### config.mk
export PLATFORM = sky130hd
export DESIGN_NAME = tsd_ctrl
export DESIGN_NICKNAME = d
export VERILOG_FILES = /design/src/rtl/core/tsd_pkg.sv /design/src/rtl/core/tsd_ctrl.sv
export SDC_FILE = /design/constraint.sdc
export NUM_CORES = 1
export LEC_CHECK = 0
export BUFFER_PORTS_ARGS = -buffer_cell sky130_fd_sc_hd__clkbuf_2
export CAP_MARGIN = 20
export CORE_AREA = 10 10 47 49
export CTS_CLUSTER_SIZE = 16
export DETAILED_ROUTE_END_ITERATION = 16
export DIE_AREA = 0 0 57 59
export PLACE_DENSITY = 0.65
export SLEW_MARGIN = 20
export SYNTH_ARGS = -nofsm -noshare
export SYNTH_HDL_FRONTEND = slang
export SYNTH_SLANG_ARGS = --single-unit
export TNS_END_PERCENT = 20
### constraint.sdc
create_clock -name clk_i -period 2.1 [get_ports clk_i]
set_input_delay 0 -clock clk_i [delete_from_list [all_inputs] [get_ports clk_i]]
set_output_delay 0 -clock clk_i [all_outputs]
set_load 0.01 [all_outputs]
### src/rtl/core/tsd_pkg.sv
package tsd_pkg;

  localparam int MAX_VERTICES = 64;
  localparam int MAX_EDGES    = 256;

  localparam int VIDX_W  = $clog2(MAX_VERTICES);
  localparam int EIDX_W  = $clog2(MAX_EDGES);
  localparam int VCNT_W  = VIDX_W + 1;
  localparam int EFILL_W = EIDX_W + 1;
  localparam int FIELD_W = 7;

  // Saved walk frame: vertex, next edge, next edge valid.
  localparam int FRAME_W = VIDX_W + EIDX_W + 1;

  typedef enum logic [3:0] {
    CMD_NONE,
    CMD_ADD,
    CMD_LINK,
    CMD_ROOT_SKIP,
    CMD_PUSH_ROOT,
    CMD_LOAD_EDGE,
    CMD_READ_EDGE,
    CMD_FINISH,
    CMD_POP,
    CMD_EDGE_SKIP,
    CMD_PUSH_CHILD,
    CMD_READ_COLOR,
    CMD_CHECK_COLOR,
    CMD_EMIT_READ,
    CMD_EMIT_OUT,
    CMD_EMIT_CYCLE
  } cmd_e;

  typedef struct packed {
    logic need_link;
    logic root_done;
    logic root_visited;
    logic top_ok;
    logic stack_empty;
    logic edge_skip;
    logic edge_white;
    logic cycle;
    logic fin_last;
  } status_t;

endpackage

### src/rtl/core/tsd_ctrl.sv
module tsd_ctrl (
  input  logic             clk_i,
  input  logic             rst_ni,
  input  logic             start,
  input  logic             action_i,
  input  tsd_pkg::status_t status_i,
  output tsd_pkg::cmd_e    cmd_o,
  output logic             busy
);

  typedef enum logic [3:0] {
    ST_IDLE,
    ST_LINK,
    ST_ROOT,
    ST_LOAD,
    ST_STEP,
    ST_POP,
    ST_EDGE,
    ST_COLOR,
    ST_EMIT_RD,
    ST_EMIT_OUT
  } state_e;

  state_e state_q, state_d;
  logic   busy_q;

  always_comb begin
    state_d = state_q;
    cmd_o   = tsd_pkg::CMD_NONE;
    unique case (state_q)
      ST_IDLE: begin
        if (start && !busy_q) begin
          if (!action_i) begin
            cmd_o = tsd_pkg::CMD_ADD;
            if (status_i.need_link) state_d = ST_LINK;
          end else begin
            state_d = ST_ROOT;
          end
        end
      end
      ST_LINK: begin
        cmd_o   = tsd_pkg::CMD_LINK;
        state_d = ST_IDLE;
      end
      ST_ROOT: begin
        if (status_i.root_done) begin
          if (status_i.cycle) begin
            cmd_o   = tsd_pkg::CMD_EMIT_CYCLE;
            state_d = ST_IDLE;
          end else begin
            state_d = ST_EMIT_RD;
          end
        end else if (status_i.root_visited) begin
          cmd_o = tsd_pkg::CMD_ROOT_SKIP;
        end else begin
          cmd_o   = tsd_pkg::CMD_PUSH_ROOT;
          state_d = ST_LOAD;
        end
      end
      ST_LOAD: begin
        cmd_o   = tsd_pkg::CMD_LOAD_EDGE;
        state_d = ST_STEP;
      end
      ST_STEP: begin
        if (status_i.top_ok) begin
          cmd_o   = tsd_pkg::CMD_READ_EDGE;
          state_d = ST_EDGE;
        end else begin
          cmd_o   = tsd_pkg::CMD_FINISH;
          state_d = status_i.stack_empty ? ST_ROOT : ST_POP;
        end
      end
      ST_POP: begin
        cmd_o   = tsd_pkg::CMD_POP;
        state_d = ST_STEP;
      end
      ST_EDGE: begin
        if (status_i.edge_skip) begin
          cmd_o   = tsd_pkg::CMD_EDGE_SKIP;
          state_d = ST_STEP;
        end else if (status_i.edge_white) begin
          cmd_o   = tsd_pkg::CMD_PUSH_CHILD;
          state_d = ST_LOAD;
        end else begin
          cmd_o   = tsd_pkg::CMD_READ_COLOR;
          state_d = ST_COLOR;
        end
      end
      ST_COLOR: begin
        cmd_o   = tsd_pkg::CMD_CHECK_COLOR;
        state_d = ST_STEP;
      end
      ST_EMIT_RD: begin
        cmd_o   = tsd_pkg::CMD_EMIT_READ;
        state_d = ST_EMIT_OUT;
      end
      ST_EMIT_OUT: begin
        cmd_o   = tsd_pkg::CMD_EMIT_OUT;
        state_d = status_i.fin_last ? ST_IDLE : ST_EMIT_RD;
      end
      default: begin
        state_d = ST_IDLE;
      end
    endcase
  end

  always_ff @(posedge clk_i or negedge rst_ni) begin
    if (!rst_ni) begin
      state_q <= ST_IDLE;
      busy_q  <= 1'b0;
    end else begin
      state_q <= state_d;
      busy_q  <= (state_d != ST_IDLE);
    end
  end

  assign busy = busy_q;

endmodule

==> impl_metrics.ini, run 1 <==
[global_route]
antenna_found_initial = 0
grt_overflow = 0
grt_pass1_vias = 535
grt_use_total = 0.0854
grt_max_degree = 14
grt_pass1_wl_mm = 2.42

[placement]
dpl_cell_area_sq_um = 639
post-dp-hpwl_mm = 1.11
port_buffers = 17
post-place-ws_ns = 0.449
gp_congestion = 0.727
dp_cells = 94

[timing]
rsz0062_at_grt = no
tns_ns = 0
hold_viol = 0
min_period_over_period = 0.789
clock.fmax_mhz = 604
worst_pin_slew_ns = 0.310
setup_ws_ns = 0.444
slew_violations = 0
setup_viol = 0
min_period_ns = 1.66
skew_ns = 0.00163
max_slew_margin = 0.793

[route]
dr_total_vias = 526
vias_per_cell = 5.31
detail-route-antenna-nets = 0
wire_per_inst_um = 14.1
drt_first_iter_violations = 6
drc = 0
wl_mm = 1.39
firstDrtPassIters = 3

[setup_path]
end_kind = register
crit_type = reg2reg
path_max_fanout = 6
startpoint_type = register
max_stage_delay_ns = 0.50
arrival_ns = 1.77
crit_slowest_cell = or4_1
worstPathRequired_ns = 2.21
crit_chain = nor4b_4 > a2111oi_4 > a211oi_1 > or4_1

[power]
leakagePower_nw = 0.286
p_per_area_nw_per_um2 = 1330
finalPower_mw = 0.897
peakVddDrop_v = 0.000663

[clock_tree]
cts_buffers = 3
clkLatencyLatePin_ns = 0.24
htreeDepth = 1
cts_root_buf = clkbuf_4
cts.sinks = 5
clk_pin_slew_ns = 0.04
clock_path_buffers = 2
cts_tree = yes

[synthesis]
synthTopCellsByArea = dfrtp_1 (24%), a21oi_1 (8.6%), a2111oi_4 (5.2%), nor4b_4 (4.5%), o31ai_1 (4.3%)
synth-compound-area-share = 0.319
yosys.cell_types.count = 28
syn-num-nets = 74
ys_seq_area_frac = 0.238
yosys.area.top_type = dfrtp_1
synth_xor_area_frac = 0
synth_fa_ha_area_frac = 0
yosysTopAreaCellShare = 0.238
synth-simple-area-share = 0.314
synthesis.area_sq_um = 526
ys_ff_latch = 5
synthMuxAreaShare = 0.0595
synth_cells = 61
syn_avg_cell_area_sq_um = 8.61
yosys_warnings = 0
synth_top_family_by_area = compound AO/OA/AOI/OAI gates

[die]
dieHeight_um = 59
start_util = 0.375
core_area_sq_um = 1400
dieWidth_um = 57
rows = 14
ios = 18
fp.dieArea_sq_um = 3360

[status]
status = finished, final reports clean

[layout]
finalNonFillerCells = 99
final_area_sq_um = 676
layout-drive-gt1-share = 0.361
antenna_cells = 0
fillers = 151
area_delta_synth_final_pct = 28.6
nets = 97

[run]
max_cap_viol_count = 0

[worst_hold_path]
min_path_type = in2reg
[worst paths after layout]
| kind | start | to | slack (ns) | cells after the start |
|---|---|---|---|---|
| max in group asynchronous | rst_ni | state_q[3] | 1.85 | 2 |
| worst min-delay path | status_i[0] | state_q[3] | 0.07 | 4 |
| worst max register to register | state_q[2] | busy | 0.44 | 4 |
| worst min register to register | state_q[0] | state_q[1] | 0.62 | 2 |
| worst max-delay path | state_q[2] | busy | 0.44 | 4 |
| min in group asynchronous | rst_ni | state_q[2] | 0.11 | 2 |
[logic make-up (layout without fill, tap and decap cells)]
kind of cell | Yosys count | after routing
and+or+nand+nor | 24 | 24
AOI/OAI and AO/OA | 22 | 22
buffers and inverters | 7 | 29
DFF | 5 | 5
muxes | 3 | 3
[critical path, delay by kind of cell (launching register included)]
kind            cells  cell delay, ns
compound gates      2            0.43
simple gates        2            0.66
flops               1            0.43
[final cells by class]
class	count	area, sq um	share of cell area
flip-flops and latches	5	125	0.185
well taps	16	20.0	0.0296
multi-input cells	49	364	0.539
clock buffers	4	26.3	0.0389
inverters	2	7.51	0.0111
repair buffers	23	133	0.196
[layer usage]
metal	track usage	part of all wire	routed length [um]	vias up
li1	-	-	-	276
met1	0.102	0.43	601	245
met2	0.138	0.54	746	5
met3	0.0172	0.032	45	0
met4	0.0503	0	0	0
met5	0	0	0	-
[flip-flops by register name (all words and copies together), names as in the netlist]
signal   count
state_q      4
busy         1
[cells in the mapped netlist (all sizes together)]
cell / instances
a21oi: 9
dfrtp: 5
buf: 3
nand2: 3
nand2b: 3
nor2: 3
nor2b: 3
nor3: 3
nor3b: 3
o31ai: 3
a2111oi: 2
a211oi: 2
clkbuf: 2
inv: 2
mux2i: 2
nand3b: 2
o21ai: 2
or4: 2
mux2: 1
nor4b: 1
o21a: 1
o21bai: 1
o31a: 1
o32ai: 1
or3b: 1
[metrics by stage]
stage,hold slack [ns],utilization
detailed placement,-0.179,0.456
global placement,-0.182,0.456
global route,0.0983,0.482
finish,0.0750,0.482
floorplan,-0.296,-
CTS,0.0665,0.482
[layout by cell type (no fill, tap or decap), types with 3 or more instances in the layout]
cell type / Yosys / routed
nand2_1: 3 / 3
nand2b_1: 3 / 3
dfrtp_1: 5 / 5
nor2_1: 3 / 3
o31ai_1: 3 / 3
a21oi_1: 9 / 9
buf_4: 0 / 5
nor3_1: 3 / 3
clkbuf_2: 0 / 17
nor2b_1: 3 / 3
clkbuf_4: 0 / 3
[repair_timing]
item | 4_1_cts | 5_1_grt
endpoints found under the setup margin | 0 | 0
buffers inserted | 0 | 0
hold buffers | 1 | 0
gates resized for setup | 0 | 0
endpoints found under the hold margin | 5 | 0
[report_power, final]
part	internal, mW	total, mW	switching (mW)
clock	0.0719	0.112	0.0397
sequential	0.137	0.188	0.0511
combinational	0.287	0.597	0.311
total	0.496	0.897	0.401
Note: power is estimated with default switching activity, not from simulation.
==> run 2, diff against run 1 <==
--- a/config.mk
+++ b/config.mk
@@ -5,13 +5,13 @@
 export SDC_FILE = /design/constraint.sdc
 export NUM_CORES = 1
 export LEC_CHECK = 0
+export ABC_AREA = 1
 export BUFFER_PORTS_ARGS = -buffer_cell sky130_fd_sc_hd__clkbuf_2
 export CAP_MARGIN = 20
 export CORE_AREA = 10 10 47 49
 export CTS_CLUSTER_SIZE = 16
 export DETAILED_ROUTE_END_ITERATION = 16
 export DIE_AREA = 0 0 57 59
-export PLACE_DENSITY = 0.65
 export SLEW_MARGIN = 20
 export SYNTH_ARGS = -nofsm -noshare
 export SYNTH_HDL_FRONTEND = slang
==> constraint.sdc (replaced) <==
create_clock -name clk_i -period 1.72 [get_ports clk_i]
set_input_delay 0 -clock clk_i [delete_from_list [all_inputs] [get_ports clk_i]]
set_output_delay 0 -clock clk_i [all_outputs]
set_load 0.01 [all_outputs]
==> run 2 against run 1 <==
Setup slack lost 0.17 ns. Via count grew 11%. Sequential cell count is the same. Sequential share of layout area grew 1.1 points. Die area is the same. Clock power grew 19%. First-iteration DRC count grew 100%. Clock skew grew 0.0025 ns. Sequential power grew 13%. Register-to-register slack gained 0.06 ns. Worst hold slack lost 0.020 ns. Global-route usage shrank 0.38 points. Highest routed layer is now met4.
==> impl_metrics.ini, run 2 <==
[setup_path]
max_stage_delay_ns = 0.43
startpoint = state_q[0]
startpoint_type = register
arrival_ns = 1.45
worstReg2RegStart = state_q[0]
end_kind = output port
path_depth = 8
crit_slowest_cell = dfrtp_1
path_max_fanout = 5
r2r_setup_slack_ns = 0.50
crit_family = flip-flops
worst-path-buf-inv = 3
crit_chain = inv_2 > nand2_4 > nor2_4 > inv_1 > o21ai_1 > nor2_1 > nand2_1 > clkbuf_2
r2r_cells = 7
crit_type = reg2out
r2r_end = busy
endpoint = cmd_o[1]
worstPathRequired_ns = 1.72

[clock_tree]
post_cts_buffers = 0
cts_tree = yes
cts_buffers = 3
clkLatencyLatePin_ns = 0.24
clk_pin_slew_ns = 0.04
cts_root_buf = clkbuf_4
clock_path_buffers = 2
post_cts_resized = 0
htreeDepth = 1
cts.sinks = 5

[power]
p_per_area_nw_per_um2 = 1550
seq_power_share = 0.215
leakagePower_nw = 0.377
clockPowerShare = 0.134
switchingPower_mw = 0.504
peakVddDrop_v = 0.000587
comb_power_share = 0.651
swShare = 0.508
p_int_mw = 0.488

[synthesis]
yosys_warnings = 0
yosys.cell_count.top_type = nand2_1
synthesis.area_sq_um = 498
yosys.area.top_type = dfrtp_1
syn-num-nets = 96
synthTopCellsByArea = dfrtp_1 (25%), nand2_1 (15%), nor2_1 (8.3%), nand3_1 (8.0%), inv_1 (7.5%)
yosys-top-cells-count = nand2_1 (20), nor2_1 (11), inv_1 (10), nand3_1 (8)
yosysTopAreaCellShare = 0.251
synthFlopType = dfrtp_1
synth_cells = 83
async_flop_share = 1.00
ys_seq_area_frac = 0.251
ys_ff_latch = 5
synth_edf_count = 0
syn_avg_cell_area_sq_um = 6.00
yosys.cell_types.count = 20

[timing]
setup_viol = 0
skew_ns = 0.00418
min_period_over_period = 0.841
worst_pin_slew_ns = 0.226
rsz0062_at_grt = no
hold_viol = 0
clock.fmax_mhz = 691
min_period_ns = 1.45
tns_ns = 0
max_slew_margin = 0.848
slew_violations = 0

[die]
core_area_sq_um = 1400
dieHeight_um = 59
ios = 18
dieWidth_um = 57
rows = 14
fp.dieArea_sq_um = 3360
start_util = 0.355

[route]
wire_per_inst_um = 11.3
detail-route-antenna-nets = 0
wl_mm = 1.36
vias_per_cell = 4.84
dr_total_vias = 586
drc = 0
firstDrtPassIters = 4
drt_first_iter_violations = 12

[status]
status = finished, final reports clean

[worst_hold_path]
min_path_type = in2reg

[global_route]
antenna_found_initial = 0
grt_max_degree = 6
grt_pass1_vias = 613
grt_use_total = 0.0815
grt_overflow = 0
grt_pass1_wl_mm = 2.26

[layout]
area_delta_synth_final_pct = 28.4
antenna_cells = 0
nets = 119
final_common_cell = nand2_1
largest_reg_flops = 4
largest_register = state_q
layout-drive-gt1-share = 0.352
mostFrequentLayoutCells = nand2_1 (20), clkbuf_2 (17), nor2_1 (11)
final_util = 0.456

[placement]
post-dp-hpwl_mm = 1.20
port_buffers = 17
gp_congestion = 0.898

[run]
max_cap_viol_count = 0
==> run 2: cell count changes in the layout (fill, tap and decap cells not counted), sizes merged, moves of 4 or more <==
cell	change
nand2	+21
buf	-5
nand3	+10
a21oi	-4
inv	+13
nor2	+12
==> run 2: power groups by stage <==
stage / Clock, mW / Combinational [mW] / Sequential (mW)
3_5_place_dp: 0 / 0.647 / 0.214
3_3_place_gp: 0 / 0.649 / 0.214
2_1_floorplan: 0 / 0.465 / 0.212
5_1_grt: 0.145 / 0.718 / 0.220
4_1_cts: 0.139 / 0.650 / 0.213
6_report: 0.133 / 0.646 / 0.213
==> run 2: cells by family after synthesis <==
family                 after synthesis  share of synthesized area
flip-flops                           5                      0.251
AND/OR/NAND/NOR                     54                      0.535
AO/OA/AOI/OAI                        9                      0.101
buffers and inverters               15                      0.113
==> run 2: repair_timing <==
item / CTS / global route
hold buffers: 1 / 0
endpoints found under the setup margin: 0 / 0
endpoints found under the hold margin: 5 / 0
==> run 2: cell type report <==
type	count	area (sq um)
fill	156	762
multi-input combinational	63	317
sequential	5	125
timing repair buffer	18	95.1
inverter	15	56.3
clock buffer	4	26.3
tap	16	20.0
==> run 2: stage by stage <==
step / hold WS [ns] / cell area (sq um) / total power, mW / cells / setup WS, ns
detailed placement: -0.176 / 603 / 0.861 / 116 / 0.510
finish: 0.0550 / 639 / 0.992 / 121 / 0.274
CTS: 0.0548 / 639 / 1.00 / 121 / 0.263
global placement: -0.172 / 603 / 0.863 / 116 / 0.485
global route: 0.0865 / 639 / 1.08 / 121 / 0.118
floorplan: -0.296 / 498 / 0.677 / 83 / 0.649
==> run 2: worst min-delay path by stage <==
stage	endpoint	slack (ns)	cells past startpoint	startpoint
global placement	state_q[1]	-0.17	1	rst_ni
global route	state_q[2]	0.09	4	status_i[4]
finish	state_q[3]	0.05	4	status_i[0]
CTS	state_q[3]	0.05	4	status_i[0]
detailed placement	state_q[1]	-0.18	1	rst_ni
floorplan	busy	-0.30	0	rst_ni
==> run 2: routing by layer <==
layer	routed length [um]	global-route usage	vias up
met4	34	0.0638	0
met3	79	0.0215	4
met1	550	0.0767	258
met2	697	0.147	15
li1	-	-	309
met5	0	0	-
==> run 2: worst register-to-register path, cell delays in order (launching register included) <==
cell	delay, ns
dfrtp_1	0.43
inv_2	0.14
nand2_4	0.08
nor2_1	0.19
inv_1	0.08
a21oi_2	0.12
nor2_2	0.06
nand3_2	0.06
==> run 3, diff against run 2 <==
==> constraint.sdc (replaced) <==
create_clock -name clk_i -period 1.51 [get_ports clk_i]
set_input_delay 0 -clock clk_i [delete_from_list [all_inputs] [get_ports clk_i]]
set_output_delay 0 -clock clk_i [all_outputs]
set_load 0.01 [all_outputs]
==> run 3 against run 2 <==
Clock skew fell by 0.0035 ns. Via count rose by 4.8%. Critical path depth did not move. Setup slack got worse by 0.15 ns. Die area did not move. Sequential cell count did not move. Total power rose by 19%. Utilization rose by 2.1 points. Final area rose by 4.7%. Worst hold slack got worse by 0.012 ns. Register-to-register slack got worse by 0.24 ns.
==> impl_metrics.ini, run 3 (synthesized netlist as in run 2, its figures left out) <==
[die]
ios = 18
dieHeight_um = 59
start_util = 0.355
rows = 14
core_area_sq_um = 1400
fp.dieArea_sq_um = 3360
dieWidth_um = 57

[route]
wl_mm = 1.46
met2_wirelength_um = 751
vias_per_cell = 4.95
drt_first_iter_violations = 17
dr_total_vias = 614
wl_met1_um = 584
detail-route-antenna-nets = 0
wl_met3_um = 93
top_layer = met4
wire_per_inst_um = 11.8
drc = 0
firstDrtPassIters = 4

[timing]
hold_viol = 0
setup_viol = 0
min_period_ns = 1.39
clock.fmax_mhz = 722
tns_ns = 0
max_slew_margin = 0.846
rsz0062_at_grt = no
slew_violations = 0
min_period_over_period = 0.917
worst_pin_slew_ns = 0.229
skew_ns = 0.000661

[placement]
gp_congestion = 0.892
post-dp-hpwl_mm = 1.21
port_buffers = 17

[power]
leakagePower_nw = 0.391
peakVddDrop_v = 0.000712
finalPower_mw = 1.18
p_per_area_nw_per_um2 = 1760

[global_route]
grt_use_total = 0.0849
grt_overflow = 0
grt_pass1_wl_mm = 2.32
grt_max_degree = 6
antenna_found_initial = 0
grt_pass1_vias = 603

[clock_tree]
cts_root_buf = clkbuf_4
cts_buffers = 3
cts_tree = yes
clkLatencyLatePin_ns = 0.24
htreeDepth = 1
cts.sinks = 5
clk_pin_slew_ns = 0.04
clock_path_buffers = 2

[run]
max_cap_viol_count = 0

[worst_hold_path]
min_path_type = in2reg

[setup_path]
worstPathRequired_ns = 1.51
crit_type = reg2out
end_kind = output port
startpoint_type = register
path_max_fanout = 5
arrival_ns = 1.39

[layout]
largest_register = state_q
antenna_cells = 0
nets = 122
area_delta_synth_final_pct = 34.4
final_common_cell = nand2_1
mostFrequentLayoutCells = nand2_1 (20), clkbuf_2 (17), nor2_1 (11)
layout-drive-gt1-share = 0.398
largest_reg_flops = 4
fillers = 156

[status]
status = finished, final reports clean
## run 3: routing by layer
metal | global-route usage | vias to the layer above
met3 | 0.0215 | 4
met2 | 0.153 | 19
met5 | 0 | -
li1 | - | 311
met4 | 0.0604 | 0
met1 | 0.0825 | 280
## run 3: path summary, 6_finish.rpt
check	cells past startpoint	startpoint	endpoint	slack [ns]
worst max-delay path	8	state_q[0]	cmd_o[1]	0.12
worst min-delay path	4	status_i[0]	state_q[3]	0.04
worst max register to register	9	state_q[0]	busy	0.26
worst min register to register	3	state_q[0]	state_q[3]	0.65
max in group asynchronous	2	rst_ni	state_q[0]	1.24
min in group asynchronous	2	rst_ni	state_q[1]	0.11
## run 3: critical path, stage by stage, from the launching register on
cell and delay, ns:
dfrtp_2 0.45, inv_4 0.09, nand2_4 0.07, nor2_4 0.18, inv_2 0.06, o21ai_1 0.07
nor2_1 0.06, nand2_1 0.05, clkbuf_2 0.13
## run 3: metrics by stage
| stage | cells | utilization | hold WS [ns] | worst slack, ns | instance area [sq um] |
|---|---|---|---|---|---|
| after global placement | 116 | 0.430 | -0.173 | 0.275 | 603 |
| after CTS | 121 | 0.456 | 0.0404 | 0.0364 | 639 |
| after global routing | 124 | 0.478 | 0.0940 | 0.0123 | 669 |
| after floorplan | 83 | - | -0.296 | 0.439 | 498 |
| final | 124 | 0.478 | 0.0432 | 0.125 | 669 |
| after detailed placement | 116 | 0.430 | -0.174 | 0.287 | 603 |
## run 3: cell type report
| cell class | instances | area, sq um | share of cell area |
|---|---|---|---|
| Tap cell | 16 | 20.0 | 0.0299 |
| Timing Repair Buffer | 21 | 118 | 0.176 |
| Sequential cell | 5 | 126 | 0.189 |
| Clock buffer | 4 | 26.3 | 0.0393 |
| Multi-Input combinational cell | 63 | 320 | 0.479 |
| Inverter | 15 | 58.8 | 0.0879 |
## run 3: power by group
group	internal [mW]	switching, mW	total, mW
logic	0.298	0.477	0.775
clock network	0.0998	0.0533	0.153
registers	0.192	0.0557	0.248
total	0.590	0.586	1.18
## run 3: repair_timing
action | in CTS | in global routing
resized for setup | 0 | 4
setup buffers | 0 | 3
endpoints found under the hold margin | 5 | 0
hold buffers | 1 | 0
setup endpoints to repair | 0 | 2
